[config.mk]
export PLATFORM = sky130hd
export DESIGN_NAME = msc_out_fifo
export DESIGN_NICKNAME = d
export VERILOG_FILES = /design/src/hw/rtl/msc_pkg.sv /design/src/hw/rtl/msc_out_fifo.sv
export SDC_FILE = /design/constraint.sdc
export NUM_CORES = 1
export LEC_CHECK = 0
export ABC_AREA = 1
export BUFFER_PORTS_ARGS = -buffer_cell sky130_fd_sc_hd__buf_2
export CAP_MARGIN = 20
export CORE_MARGIN = 3
export CORE_UTILIZATION = 39
export DETAILED_ROUTE_END_ITERATION = 16
export PLACE_DENSITY = 0.57
export SKIP_CTS_REPAIR_TIMING = 1
export SLEW_MARGIN = 20
export SYNTH_ARGS = -nofsm -noshare
export SYNTH_HDL_FRONTEND = slang
export SYNTH_SLANG_ARGS = --single-unit
[constraint.sdc]
create_clock -name clk -period 23.4 [get_ports clk]
set_clock_uncertainty 0.1 [all_clocks]
set_input_delay 2.34 -clock clk [delete_from_list [all_inputs] [get_ports clk]]
set_output_delay 2.34 -clock clk [all_outputs]
set_load 0.02 [all_outputs]
[src/hw/rtl/msc_pkg.sv]
// ----------------------------------------------------------------------------
// msc_pkg
// shared types and constants of the mesh packet stream checker
// ----------------------------------------------------------------------------
package msc_pkg;

  localparam int BYTE_COUNT_BITS = 33;
  localparam logic [BYTE_COUNT_BITS-1:0] POS_MAX = '1;

  localparam logic [63:0] MAGIC_WORD = 64'h3130_4853_4D49_4D47;
  localparam logic [63:0] HEADER_LEN = 64'd64;

  localparam int ERR_SIZE   = 0;
  localparam int ERR_HDR    = 1;
  localparam int ERR_COUNT  = 2;
  localparam int ERR_LAYOUT = 3;
  localparam int ERR_PAD    = 4;
  localparam int ERR_MESH   = 5;

  typedef enum logic [1:0] {
    KIND_VERTEX   = 2'd0,
    KIND_TRIANGLE = 2'd1,
    KIND_SOURCE   = 2'd2,
    KIND_STATUS   = 2'd3
  } kind_t;

  typedef enum logic [1:0] {
    ST_OK       = 2'd0,
    ST_BAD_PKT  = 2'd1,
    ST_BAD_MESH = 2'd2,
    ST_LIMIT    = 2'd3
  } status_t;

  typedef enum logic [1:0] {
    REG_MAX_VERTICES  = 2'd0,
    REG_MAX_TRIANGLES = 2'd1,
    REG_MAX_PKT_BYTES = 2'd2,
    REG_NONE          = 2'd3
  } reg_idx_t;

  localparam int OUT_TDATA_BITS = 232;
  localparam int FIFO_DEPTH = 4;

  typedef struct packed {
    kind_t       kind;
    logic [31:0] index;
    logic [63:0] word_a;
    logic [63:0] word_b;
    logic [63:0] word_c;
    status_t     status;
    logic        last;
  } rec_t;

  typedef struct packed {
    logic v0;
    rec_t r0;
    logic v1;
    rec_t r1;
  } push_t;

endpackage

[src/hw/rtl/msc_out_fifo.sv]
// ----------------------------------------------------------------------------
// msc_out_fifo
// small record queue taking up to two records per cycle
// ----------------------------------------------------------------------------
module msc_out_fifo (
  input  logic           clk,
  input  logic           rst_n,
  input  msc_pkg::push_t push,
  output logic           room2,
  output logic           rd_valid,
  input  logic           rd_ready,
  output msc_pkg::rec_t  rd_rec
);
  import msc_pkg::*;

  localparam int AW = $clog2(FIFO_DEPTH);

  rec_t          mem_r [FIFO_DEPTH];
  logic [AW-1:0] wp_r, rp_r;
  logic [AW:0]   cnt_r;
  logic          pop;
  logic [AW:0]   n_push;

  assign pop      = rd_valid && rd_ready;
  assign rd_valid = cnt_r != '0;
  assign rd_rec   = mem_r[rp_r];
  assign room2    = cnt_r <= (AW+1)'(FIFO_DEPTH - 2);
  assign n_push   = (AW+1)'(push.v0) + (AW+1)'(push.v1);

  always_ff @(posedge clk) begin
    if (!rst_n) begin
      wp_r  <= '0;
      rp_r  <= '0;
      cnt_r <= '0;
    end else begin
      wp_r  <= wp_r + n_push[AW-1:0];
      if (pop) rp_r <= rp_r + 1'b1;
      cnt_r <= cnt_r + n_push - (AW+1)'(pop);
    end
  end

  always_ff @(posedge clk) begin
    if (push.v0) mem_r[wp_r] <= push.r0;
    if (push.v1) mem_r[wp_r + 1'b1] <= push.r1;
  end

endmodule

==> impl_metrics.csv <==
group,metric,value,unit
outcome,outcome,"completed",
route,first_pass_iters,6,
cts,clk_latency,0.68,ns
critical_path,path_cells,"inv_8 > buf_4 > buf_4 > o21ai_0 > o22ai_1 > buf_2",
place,portBuffers,693,
critical_path,worstPathRequired,20.96,ns
synthesis,synth-edff-count,916,
critical_path,start_kind,"register",
global_route,antenna_found_initial,74,
cts,htreeDepth,3,
global_route,grt_pass1_wl,204,mm
power,leakagePower,20.9,nW
sta,worst_pin_slew,1.22,ns
floorplan,die_h,342,µm
cts,root_buffer,"clkbuf_16",
route,drtAntennaViolNets,0,
floorplan,die-area,117000,µm²
route,drt-initial-drc-count,2695,
synthesis,syn_area_per_cell,9.66,µm²
synthesis,ys_seq_area_share,63.0,%
sta,tns,0,ns
cts,cts_tree,"yes",
route,vias_per_cell,5.26,
synthesis,synth_top_area_share,62.6,%
place,hpwlAfterDp,82.1,mm
critical_path,reg2reg_slack,18.77,ns
synthesis,postSynthRegisterBits,925,
hold_path,hold_start,"rp_r[0]$_SDFFE_PN0P_",
job,maxCapViolations,0,
route,wirelength,138,mm
route,routedWlPerCell,20.7,µm
hold_path,hp-class,"register to register",
global_route,grt_max_degree,230,
synthesis,synth_most_common_cell,"o21ai_0",
critical_path,cp.buffers_inverters,4,
synthesis,synthesis.instances,4546,
cts,clk_transition_reported_paths,0.06,ns
sta,report.final.setup_viol,0,
floorplan,die_x,342,µm
sta,hold_viol_final,0,
cells_and_area,fillers,10700,
critical_path,reg2regPathDepth,6,
power,ir_drop,0.0000563,V
critical_path,cp_top_family,"buffers and inverters",
global_route,grt-ovfl-total,0,
sta,min_period_over_period,28.2,%
cts,clockBufferDepth,3,
critical_path,cp_slowest_cell,"buf_4",
global_route,grt_use_total,22.9,%
global_route,grt_pass1_vias,33300,
cells_and_area,drive_gt1_share,17.3,%
synthesis,synth_cell_types,20,
synthesis,synthFlopType,"edfxtp_1",
floorplan,start_util,39.5,%
route,drcViolationCount,0,
floorplan,fp-row-count,122,
synthesis,synth_area,43900,µm²
synthesis,synth_warnings,0,
sta,slew_headroom,18.6,%
cells_and_area,synthToLayoutAreaGrowth,17.4,%
cts,cts.sinks,925,
critical_path,r2r-end,"mem_r[1][65]$_DFFE_PP_",
synthesis,synthTopCellsByArea,"edfxtp_1, o21ai_0, nand2_1",
place,gp_congestion,0.786,
critical_path,cp_max_fo,111,
synthesis,synth_nets,5015,
critical_path,crit_top_cell,"buf_4",
synthesis,async_reset_ff_share,0,%
floorplan,io_pins,694,
critical_path,cp_data_arrival_time,4.15,ns
critical_path,cp-endpoint,"rd_rec[116]",
floorplan,coreArea,111000,µm²
cells_and_area,multiInputGateArea,13800,µm²
cells_and_area,seqCellArea,27700,µm²
synthesis,synth_top_area_cell,"edfxtp_1",
critical_path,slowest_delay,0.77,ns
route,vias,35100,
critical_path,cp-end-kind,"output pin",
synthesis,synthTopCellsByCount,"o21ai_0, nand2_1, edfxtp_1",
critical_path,crit_cells,6,
cells_and_area,nets,5505,
cells_and_area,final_core_util,46.4,%
sta,fmax,152,MHz
cts,cts_buffers,104,
sta,slew_viol_final,0,
sta,rsz0062_at_grt,"no",
power,p_per_area,98.6,nW/µm²
sta,fin_crit,6.59,ns
critical_path,critPathKind,"register to output pin",
critical_path,r2r_start,"wp_r[0]$_SDFF_PN0_",
-- layer usage --
layer | share of wire [%] | routed length, µm | global-route usage, %
met1 | 40 | 54900 | 28.6
met2 | 48 | 65500 | 37.3
met3 | 8.9 | 12300 | 6.52
met4 | 3.4 | 4610 | 9.56
met5 | 0.25 | 348 | 0
-- layout by cell type (no fill, tap or decap), types with 6 or more instances in the layout --
master | netlist | layout
o21ai_0 | 1374 | 1374
buf_12 | 0 | 6
clkinv_2 | 1 | 16
nand2_1 | 932 | 931
clkinv_1 | 0 | 30
buf_4 | 16 | 35
inv_1 | 247 | 246
clkbuf_1 | 206 | 21
dfxtp_1 | 9 | 7
buf_2 | 127 | 693
clkbuf_16 | 0 | 106
edfxtp_1 | 916 | 916
nor2_1 | 465 | 465
diode_2 | 0 | 52
o22ai_1 | 229 | 229
-- how the worst min path moves through the flow --
stage / cells after the start / to
after floorplan: 2 / register
after global placement: 2 / rp_r[0]$_SDFFE_PN0P_
after detailed placement: 2 / rp_r[0]$_SDFFE_PN0P_
after CTS: 2 / rp_r[0]$_SDFFE_PN0P_
after global routing: 2 / rp_r[0]$_SDFFE_PN0P_
final: 2 / rp_r[0]$_SDFFE_PN0P_
-- flip-flops by register name, indices dropped and copies added (netlist names), named ones only --
signal  cells
cnt_r       3
mem_r     916
rp_r        2
wp_r        2
-- logic make-up after synthesis --
logic type	synth area share, %
flops	63.0
fa+ha+maj	0.188
buf+inv	5.66
simple gates	12.1
compound gates	19.0
-- worst reg2reg max path, cell delays in order (launching register included) --
cell and delay [ns]:
dfxtp_1 0.43, nor2_1 0.36, nand2_8 0.52, o31ai_4 0.51, buf_4 0.90, buf_12 0.58
buf_4 0.82
-- cell type report --
type / count / area share [%]
clock inverters: 64 / 0.961
inverters: 248 / 1.85
multi-input cells: 3022 / 26.8
well taps: 1488 / 3.61
clock buffers: 127 / 5.30
diodes: 52 / 0.252
flip-flops and latches: 925 / 53.7
repair buffers: 735 / 7.49
-- power by group --
| group | internal, W | switching (W) |
|---|---|---|
| clock network | 0.000884 | 0.000677 |
| registers | 0.00208 | 0.0000493 |
| logic | 0.000366 | 0.00103 |
-- stage by stage --
step	hold slack (ns)	std cells	cell area (µm²)	setup WS [ns]	total power [W]
finish	0.385	6661	51600	16.81	0.00509
global route	0.421	6632	51500	16.62	0.00534
CTS	0.388	6609	51400	16.72	0.00514
detailed placement	0.374	6418	48200	16.72	0.00358
global placement	0.365	6418	48200	16.71	0.00357
floorplan	0.348	4546	43900	3.13	0.00311
(Power assumes the default switching activity.)
