### src/hw/rtl/msc_pkg.sv
// ----------------------------------------------------------------------------
// msc_pkg
// shared types and constants of the mesh packet stream checker
// ----------------------------------------------------------------------------
package msc_pkg;

  localparam int BYTE_COUNT_BITS = 33;
  localparam logic [BYTE_COUNT_BITS-1:0] POS_MAX = '1;

  localparam logic [63:0] MAGIC_WORD = 64'h3130_4853_4D49_4D47;
  localparam logic [63:0] HEADER_LEN = 64'd64;

  localparam int ERR_SIZE   = 0;
  localparam int ERR_HDR    = 1;
  localparam int ERR_COUNT  = 2;
  localparam int ERR_LAYOUT = 3;
  localparam int ERR_PAD    = 4;
  localparam int ERR_MESH   = 5;

  typedef enum logic [1:0] {
    KIND_VERTEX   = 2'd0,
    KIND_TRIANGLE = 2'd1,
    KIND_SOURCE   = 2'd2,
    KIND_STATUS   = 2'd3
  } kind_t;

  typedef enum logic [1:0] {
    ST_OK       = 2'd0,
    ST_BAD_PKT  = 2'd1,
    ST_BAD_MESH = 2'd2,
    ST_LIMIT    = 2'd3
  } status_t;

  typedef enum logic [1:0] {
    REG_MAX_VERTICES  = 2'd0,
    REG_MAX_TRIANGLES = 2'd1,
    REG_MAX_PKT_BYTES = 2'd2,
    REG_NONE          = 2'd3
  } reg_idx_t;

  localparam int OUT_TDATA_BITS = 232;
  localparam int FIFO_DEPTH = 4;

  typedef struct packed {
    kind_t       kind;
    logic [31:0] index;
    logic [63:0] word_a;
    logic [63:0] word_b;
    logic [63:0] word_c;
    status_t     status;
    logic        last;
  } rec_t;

  typedef struct packed {
    logic v0;
    rec_t r0;
    logic v1;
    rec_t r1;
  } push_t;

endpackage

### src/hw/rtl/msc_core.sv
// ----------------------------------------------------------------------------
// msc_core
// per-byte header, layout and payload checks with record generation
// ----------------------------------------------------------------------------
module msc_core (
  input  logic                clk,
  input  logic                rst_n,
  input  logic                acc,
  input  logic [7:0]          data_byte,
  input  logic                last_byte,
  input  logic                cfg_we,
  input  logic [1:0]          cfg_index,
  input  logic [31:0]         cfg_wdata,
  output msc_pkg::push_t      push
);
  import msc_pkg::*;

  logic [31:0] max_vert_r, max_tri_r, max_pkt_r;
  logic [BYTE_COUNT_BITS-1:0] pos_r, pos_nxt, size;
  logic [63:0] shift_r, shift_nxt;
  logic [63:0] hs_r [6];
  logic [63:0] hs_nxt [6];
  logic [63:0] coord_r [2];
  logic [63:0] coord_nxt [2];
  logic [31:0] ihold_r [2];
  logic [31:0] ihold_nxt [2];
  logic [4:0]  cnt_r, cnt_nxt, sub;
  logic [31:0] idx_r, idx_nxt, idx;
  logic [7:0]  flags_r, flags_nxt;
  logic [31:0] vc, tc, v;
  logic [63:0] pos64, w, te, pe, te8;
  rec_t        data_rec, stat_rec;
  logic        data_v;
  status_t     st;

  always_comb begin
    vc = hs_r[1][31:0];
    tc = hs_r[1][63:32];
    size = (pos_r != POS_MAX) ? pos_r + 1'b1 : pos_r;
    pos64 = {{(64-BYTE_COUNT_BITS){1'b0}}, pos_r};
    flags_nxt = flags_r;
    if ({{(64-BYTE_COUNT_BITS){1'b0}}, size} > {32'd0, max_pkt_r}) flags_nxt[ERR_SIZE] = 1'b1;
    shift_nxt = {data_byte, shift_r[63:8]};
    w = shift_nxt;
    v = w[63:32];
    pos_nxt = size;
    hs_nxt = hs_r;
    coord_nxt = coord_r;
    ihold_nxt = ihold_r;
    cnt_nxt = cnt_r;
    idx_nxt = idx_r;
    sub = cnt_r;
    idx = idx_r;
    te = hs_r[3] + {29'd0, tc, 3'b0} + {30'd0, tc, 2'b0};
    te8 = (te + 64'd7) & ~64'd7;
    pe = w + {30'd0, tc, 2'b0};
    data_v = 1'b0;
    data_rec = '0;
    if (pos64 < HEADER_LEN) begin
      if (pos_r[2:0] == 3'd7) begin
        unique case (pos_r[5:3])
          3'd0: if (w != MAGIC_WORD) flags_nxt[ERR_HDR] = 1'b1;
          3'd1: begin
            if (w[15:0] != 16'd1 || w[31:16] != 16'd64 || w[63:33] != '0)
              flags_nxt[ERR_HDR] = 1'b1;
            hs_nxt[2] = {63'd0, w[32]};
          end
          3'd2: hs_nxt[0] = w;
          3'd3: begin
            hs_nxt[1] = w;
            if (w[31:0] == '0 || w[63:32] == '0) flags_nxt[ERR_HDR] = 1'b1;
            if (w[31:0] > max_vert_r || w[63:32] > max_tri_r) flags_nxt[ERR_COUNT] = 1'b1;
          end
          3'd4: if (w != HEADER_LEN) flags_nxt[ERR_HDR] = 1'b1;
          3'd5: hs_nxt[3] = w;
          3'd6: begin
            if (hs_r[3] != HEADER_LEN + {27'd0, vc, 4'b0} + {28'd0, vc, 3'b0}) begin
              flags_nxt[ERR_LAYOUT] = 1'b1;
            end else if (hs_r[2] != '0) begin
              if (w != te8) begin
                flags_nxt[ERR_LAYOUT] = 1'b1;
              end else begin
                if (((pe + 64'd7) & ~64'd7) != hs_r[0]) flags_nxt[ERR_LAYOUT] = 1'b1;
                hs_nxt[2] = te;
                hs_nxt[4] = w;
                hs_nxt[5] = pe;
              end
            end else begin
              if (w != '0) begin
                flags_nxt[ERR_LAYOUT] = 1'b1;
              end else begin
                if (te8 != hs_r[0]) flags_nxt[ERR_LAYOUT] = 1'b1;
                hs_nxt[2] = te;
                hs_nxt[4] = te;
                hs_nxt[5] = te;
              end
            end
          end
          default: if (w != '0) flags_nxt[ERR_HDR] = 1'b1;
        endcase
      end
    end else if (flags_r[ERR_HDR] == 1'b0 && flags_r[ERR_COUNT] == 1'b0 &&
                 flags_r[ERR_LAYOUT] == 1'b0 && pos64 < hs_r[0]) begin
      if (pos64 < hs_r[3]) begin
        if (pos64 == HEADER_LEN) begin
          sub = '0;
          idx = '0;
        end
        cnt_nxt = (sub == 5'd23) ? 5'd0 : sub + 5'd1;
        idx_nxt = (sub == 5'd23) ? idx + 32'd1 : idx;
        if (sub[2:0] == 3'd7) begin
          if (w[62:52] == 11'h7FF) flags_nxt[ERR_MESH] = 1'b1;
          if (sub[4:3] != 2'd2) begin
            coord_nxt[sub[3]] = w;
          end else if (flags_nxt == '0) begin
            data_v = 1'b1;
            data_rec = '{KIND_VERTEX, idx, coord_r[0], coord_r[1], w, ST_OK, 1'b0};
          end
        end
      end else if (pos64 < hs_r[2]) begin
        if (pos64 == hs_r[3]) begin
          sub = '0;
          idx = '0;
        end
        cnt_nxt = (sub == 5'd11) ? 5'd0 : sub + 5'd1;
        idx_nxt = (sub == 5'd11) ? idx + 32'd1 : idx;
        if (sub[1:0] == 2'd3) begin
          if (v >= vc) flags_nxt[ERR_MESH] = 1'b1;
          if (sub[3:2] != 2'd2) begin
            ihold_nxt[sub[2]] = v;
          end else begin
            if (ihold_r[0] == ihold_r[1] || ihold_r[1] == v || v == ihold_r[0])
              flags_nxt[ERR_MESH] = 1'b1;
            if (flags_nxt == '0) begin
              data_v = 1'b1;
              data_rec = '{KIND_TRIANGLE, idx, {32'd0, ihold_r[0]}, {32'd0, ihold_r[1]},
                           {32'd0, v}, ST_OK, 1'b0};
            end
          end
        end
      end else if (pos64 >= hs_r[4] && pos64 < hs_r[5]) begin
        if (pos64 == hs_r[4]) begin
          sub = '0;
          idx = '0;
        end
        cnt_nxt = (sub[1:0] == 2'd3) ? 5'd0 : sub + 5'd1;
        idx_nxt = (sub[1:0] == 2'd3) ? idx + 32'd1 : idx;
        if (sub[1:0] == 2'd3 && flags_nxt == '0) begin
          data_v = 1'b1;
          data_rec = '{KIND_SOURCE, idx, {32'd0, v}, 64'd0, 64'd0, ST_OK, 1'b0};
        end
      end else if (data_byte != 8'd0) begin
        flags_nxt[ERR_PAD] = 1'b1;
      end
    end

    priority if (flags_nxt[ERR_SIZE]) st = ST_LIMIT;
    else if ({{(64-BYTE_COUNT_BITS){1'b0}}, size} < HEADER_LEN) st = ST_BAD_PKT;
    else if (flags_nxt[ERR_HDR] || {{(64-BYTE_COUNT_BITS){1'b0}}, size} != hs_r[0])
      st = ST_BAD_PKT;
    else if (flags_nxt[ERR_COUNT]) st = ST_LIMIT;
    else if (flags_nxt[ERR_LAYOUT] || flags_nxt[ERR_PAD]) st = ST_BAD_PKT;
    else if (flags_nxt[ERR_MESH]) st = ST_BAD_MESH;
    else st = ST_OK;
    stat_rec = '{KIND_STATUS, 32'd0, 64'd0, 64'd0, 64'd0, st, 1'b1};

    push = '0;
    if (acc) begin
      if (data_v) begin
        push.v0 = 1'b1;
        push.r0 = data_rec;
        push.v1 = last_byte;
        push.r1 = stat_rec;
      end else begin
        push.v0 = last_byte;
        push.r0 = stat_rec;
      end
    end
  end

  always_ff @(posedge clk) begin
    if (!rst_n) begin
      max_vert_r <= '1;
      max_tri_r  <= '1;
      max_pkt_r  <= 32'hFFFF_FFF8;
    end else if (cfg_we) begin
      unique case (reg_idx_t'(cfg_index))
        REG_MAX_VERTICES:  max_vert_r <= cfg_wdata;
        REG_MAX_TRIANGLES: max_tri_r  <= cfg_wdata;
        REG_MAX_PKT_BYTES: max_pkt_r  <= cfg_wdata;
        default: ;
      endcase
    end
  end

  always_ff @(posedge clk) begin
    if (!rst_n || (acc && last_byte)) begin
      pos_r   <= '0;
      shift_r <= '0;
      hs_r    <= '{default: '0};
      cnt_r   <= '0;
      idx_r   <= '0;
      flags_r <= '0;
    end else if (acc) begin
      pos_r   <= pos_nxt;
      shift_r <= shift_nxt;
      hs_r    <= hs_nxt;
      cnt_r   <= cnt_nxt;
      idx_r   <= idx_nxt;
      flags_r <= flags_nxt;
    end
  end

  always_ff @(posedge clk) begin
    if (acc) begin
      coord_r <= coord_nxt;
      ihold_r <= ihold_nxt;
    end
  end

endmodule

### config.mk
export PLATFORM = sky130hd
export DESIGN_NAME = msc_core
export DESIGN_NICKNAME = d
export VERILOG_FILES = /design/src/hw/rtl/msc_pkg.sv /design/src/hw/rtl/msc_core.sv
export SDC_FILE = /design/constraint.sdc
export NUM_CORES = 2
export LEC_CHECK = 0
export ABC_CLOCK_PERIOD_IN_PS = 20600
export BUFFER_PORTS_ARGS = -buffer_cell sky130_fd_sc_hd__buf_2
export CAP_MARGIN = 20
export CORE_MARGIN = 4
export CORE_UTILIZATION = 36
export DETAILED_ROUTE_END_ITERATION = 12
export SLEW_MARGIN = 30
export SYNTH_ARGS = -nofsm -noshare
export SYNTH_HDL_FRONTEND = slang
export SYNTH_SLANG_ARGS = --single-unit
### constraint.sdc
create_clock -name clk -period 20.6 [get_ports clk]
set_input_delay 1.03 -clock clk [delete_from_list [all_inputs] [get_ports clk]]
set_output_delay 1.03 -clock clk [all_outputs]
set_load 0.1 [all_outputs]
==> impl_summary.txt <==
----------------------------------------------------
[Logic synthesis]
  Synthesized cell area ... 60900 µm²
  Leading cell types by count after synthesis ... sky130_fd_sc_hd__nand2_1 (1000), sky130_fd_sc_hd__dfxtp_1 (610), sky130_fd_sc_hd__a21oi_1 (570)
  Synthesized area per cell ... around 8 µm²
  Share of the yosys chip area belonging to registers ... 0.295
  Most area-hungry cell type in the Yosys netlist ... sky130_fd_sc_hd__dfxtp_1
  Count of flip-flops with a built-in enable after synthesis ... 192
  Ys Warns ... 0
  Main area contributors after synthesis ... sky130_fd_sc_hd__dfxtp_1 (20%), sky130_fd_sc_hd__edfxtp_1 (9.5%), sky130_fd_sc_hd__ha_1 (8.8%)
  Fraction of synthesis flops using an asynchronous set or reset pin ... 0
  Distinct cells, synth ... between 100 and 150
  Most repeated cell in the gate-level netlist after synthesis ... sky130_fd_sc_hd__nand2_1
  Register bit count reported by yosys ... approximately 800
  Gate count of the mapped netlist ... between 7000 and 8000
  Main synth FF type ... sky130_fd_sc_hd__dfxtp_1
  Area fraction of the dominant cell type after synthesis ... 0.201

[Routing]
  Pre-antenna DRT Iters ... 9
  Total wirelength of the detailed-routed design ... between 200 and 300 mm
  Overall via count from detail_route ... a little over 60000
  Residual antenna-violating net count after detailed routing ... 0
  Post-detailed-route DRC marker count ... 0
  Post-DR wirelength/cell ... approximately 28 µm
  Detailed router's first-iteration violation count ... 7335
  Average vias per placed instance ... 6.04

[CTS]
  Source-to-sink clock delay at the later pin of the worst-skew pair ... just under 0.8 ns
  Clock slew at the register clock pins of the worst setup and hold paths ... ~0.060 ns
  Clk root buf ... sky130_fd_sc_hd__clkbuf_16
  H-tree depth reported by CTS ... 3
  TritonCTS clock tree ... yes
  Number of sinks handled by clock tree synthesis ... between 800 and 900
  Hold-fix buffers, CTS ... 0
  Maximum clock insertion buffer count ... 3
  Setup repair bufs after CTS ... 0
  Resized cells post-CTS ... 0
  Inserted Clock Buffers ... between 90 and 100

[Critical path]
  Critical R2R Capture ... hs_r[195]
  Largest fanout on the critical path ... just under 100
  Nature of the critical path startpoint ... register
  Worst reg-to-reg setup slack ... 11.11 ns
  Crit end category ... primary output
  Endpoint of the worst setup timing path ... push[434]
  Source of the worst register-to-register timing path ... hs_r[131]
  R2R cell count ... 23
  Data arrival time of the critical path ... around 9.2 ns
  Worst EP required ... 19.57 ns
  Launching instance or port of the critical path ... pos_r[12]
  Critical path start-end classification ... reg -> out

[STA]
  Pin slew with the least headroom to its limit ... around 1.1 ns
  Period Utilization, post-route ... 0.496
  RSZ-0062 raised after global routing ... false
  Max transition margin ... 0.250
  Final hold violations ... 0
  Number of setup violations in the final report ... 0
  Count of pins over their slew limit ... 0
  Highest achievable clock rate ... 97.9 MHz
  Maximum clock skew at final layout ... approximately 0.088 ns
  Fin crit period ... between 10 and 15 ns
  Accumulated negative setup slack ... 0 ns

[Final layout]
  Area growth from synthesis to layout ... 10.4%
  Ratio of cells with drive above 1 in the final layout ... 0.0938
  # nets final ... between 8000 and 9000
  Post-layout instance area ... approximately 67000 µm²

[Power]
  Internal power contribution ... 2.68 mW
  Switching fraction of total power ... 0.298
  Share of total power in combinational logic ... 0.115
  Clock power frac ... 0.461
  Reported net switching power ... around 1.1 mW
  Reported leakage power ... between 20 and 30 nW
  Power share of the sequential group ... 0.425
  Pwr Density ... roughly 57 nW/µm²
  Total Power ... about 3.8 mW
  Highest ir drop seen on vdd ... about 0.00007 V

[Placement]
  Sum of net half-perimeters after detailed placement ... approximately 220 mm
  Placed cell areas ... about 64000 µm²
  Port Buf Inserts ... 281
  Placer's final routability congestion estimate ... slightly above 1

[Die]
  Floorplan Core Area ... 168000 µm²
  Die outline area ... between 150000 and 200000 µm²
  Die width ... 419 µm
  Die H ... around 420 µm
  Effective utilization at floorplan ... 0.363
  Number of placement rows ... 150
  Count of pins on the block boundary ... 507

[Outcome]
  Status ... complete, no violations

[Worst hold path]
  Min-Delay Path Depth ... 1
  Hold Crit Class ... reg -> reg

[Run]
  Max-cap check violation count ... 0

[GRT]
  Vias in the first global route ... between 50000 and 60000
  Maximum number of pins on one net before global-route repair ... slightly below 100
  Overall global routing resource usage ... 0.312
  Antenna violations before repair ... 30
  Wire length of the first global-routing pass ... 403 mm
  Remaining global-route overflow ... 0

----------------------------------------------------
[cell families after synthesis]
| kind of cell | Yosys count | synth area share |
|---|---|---|
| buf+inv | 1092 | 0.0822 |
| fa+ha+maj | 463 | 0.0993 |
| simple gates | 2981 | 0.244 |
| mux | 100 | 0.0166 |
| flops | 802 | 0.295 |
| xor+xnor | 518 | 0.0764 |
| compound gates | 1748 | 0.186 |
| other cells | 1 | 0.0000616 |
[critical path, cell delays in order (launching register included)]
cell	delay, ns
sky130_fd_sc_hd__dfxtp_1	0.75
sky130_fd_sc_hd__and4_1	0.42
sky130_fd_sc_hd__nand4_1	0.34
sky130_fd_sc_hd__nor4bb_1	0.41
sky130_fd_sc_hd__buf_4	0.22
sky130_fd_sc_hd__nor2_1	0.10
sky130_fd_sc_hd__nand2_1	0.10
sky130_fd_sc_hd__nor2_1	0.06
sky130_fd_sc_hd__xnor2_1	0.29
sky130_fd_sc_hd__inv_1	0.08
sky130_fd_sc_hd__ha_1	0.30
sky130_fd_sc_hd__a21o_1	0.16
sky130_fd_sc_hd__a21o_1	0.17
sky130_fd_sc_hd__a21o_1	0.18
sky130_fd_sc_hd__a21o_1	0.17
sky130_fd_sc_hd__a21o_1	0.18
sky130_fd_sc_hd__a21o_1	0.18
sky130_fd_sc_hd__a221o_1	0.30
sky130_fd_sc_hd__a221oi_1	0.38
sky130_fd_sc_hd__o21ai_0	0.12
sky130_fd_sc_hd__a2111oi_0	0.39
sky130_fd_sc_hd__o21a_1	0.40
sky130_fd_sc_hd__nand3_1	0.32
sky130_fd_sc_hd__nor4_2	0.45
sky130_fd_sc_hd__buf_4	0.67
sky130_fd_sc_hd__a21o_1	0.60
sky130_fd_sc_hd__and2_1	0.26
sky130_fd_sc_hd__buf_2	0.44
[metrics by stage]
| stage | std cells | util | hold WS (ns) | setup slack [ns] |
|---|---|---|---|---|
| after global routing | 10100 | 0.401 | 0.472 | 9.67 |
| after detailed placement | 9882 | 0.381 | 0.442 | 11.18 |
| final | 10100 | 0.401 | 0.457 | 10.39 |
| after global placement | 9877 | 0.380 | 0.433 | 11.39 |
| after floorplan | 7929 | - | 0.420 | 11.19 |
| after CTS | 10100 | 0.401 | 0.458 | 10.38 |
[cell usage in the layout, fill, tap and decap left out, drive strengths merged, types with 93 or more instances in the layout]
cell type	n
a21o	120
a21oi	572
and2	282
buf	452
clkbuf	130
conb	225
dfxtp	610
edfxtp	192
ha	429
inv	389
mux2i	93
nand2	1000
nand3	249
nand4	207
nor2	463
nor3	187
nor4	167
o211ai	144
o21ai	322
xnor2	290
xor2	220
[registers in the layout, indices dropped and copies added, names as in the netlist, 32 cells and up]
register,flops
idx_r,32
pos_r,33
max_pkt_r,32
max_tri_r,32
max_vert_r,32
shift_r,56
coord_r,128
hs_r,382
ihold_r,64
[power groups by stage]
stage | logic, mW | registers, mW | clock network [mW]
final | 0.438 | 1.62 | 1.76
after global routing | 0.453 | 1.62 | 1.84
after global placement | 0.424 | 1.66 | 0
after CTS | 0.428 | 1.62 | 1.78
after floorplan | 0.357 | 1.66 | 0
after detailed placement | 0.427 | 1.66 | 0
[worst min path at each step]
stage,from,to
6_report,hs_r[115],hs_r[115]
5_1_grt,hs_r[113],hs_r[113]
4_1_cts,hs_r[52],hs_r[52]
3_5_place_dp,hs_r[52],hs_r[52]
3_3_place_gp,hs_r[52],hs_r[52]
2_1_floorplan,hs_r[55],hs_r[55]
[final cells by class]
class	instances	area (µm²)
antenna	18	45.0
clock buffer	129	2610
clock inverter	41	623
fill	17100	100000
inverter	389	1460
multi-input combinational	6035	39000
sequential	802	18000
tap	2204	2760
timing repair buffer	453	2750
[metal layers]
metal | part of all wire | track usage | vias up
met4 | 0.085 | 0.229 | 12
met1 | 0.39 | 0.391 | 29300
met3 | 0.096 | 0.0653 | 830
met5 | 0.00024 | 0 | -
li1 | - | - | 27200
met2 | 0.43 | 0.474 | 3539
Note: power is estimated with default switching activity, not from simulation.
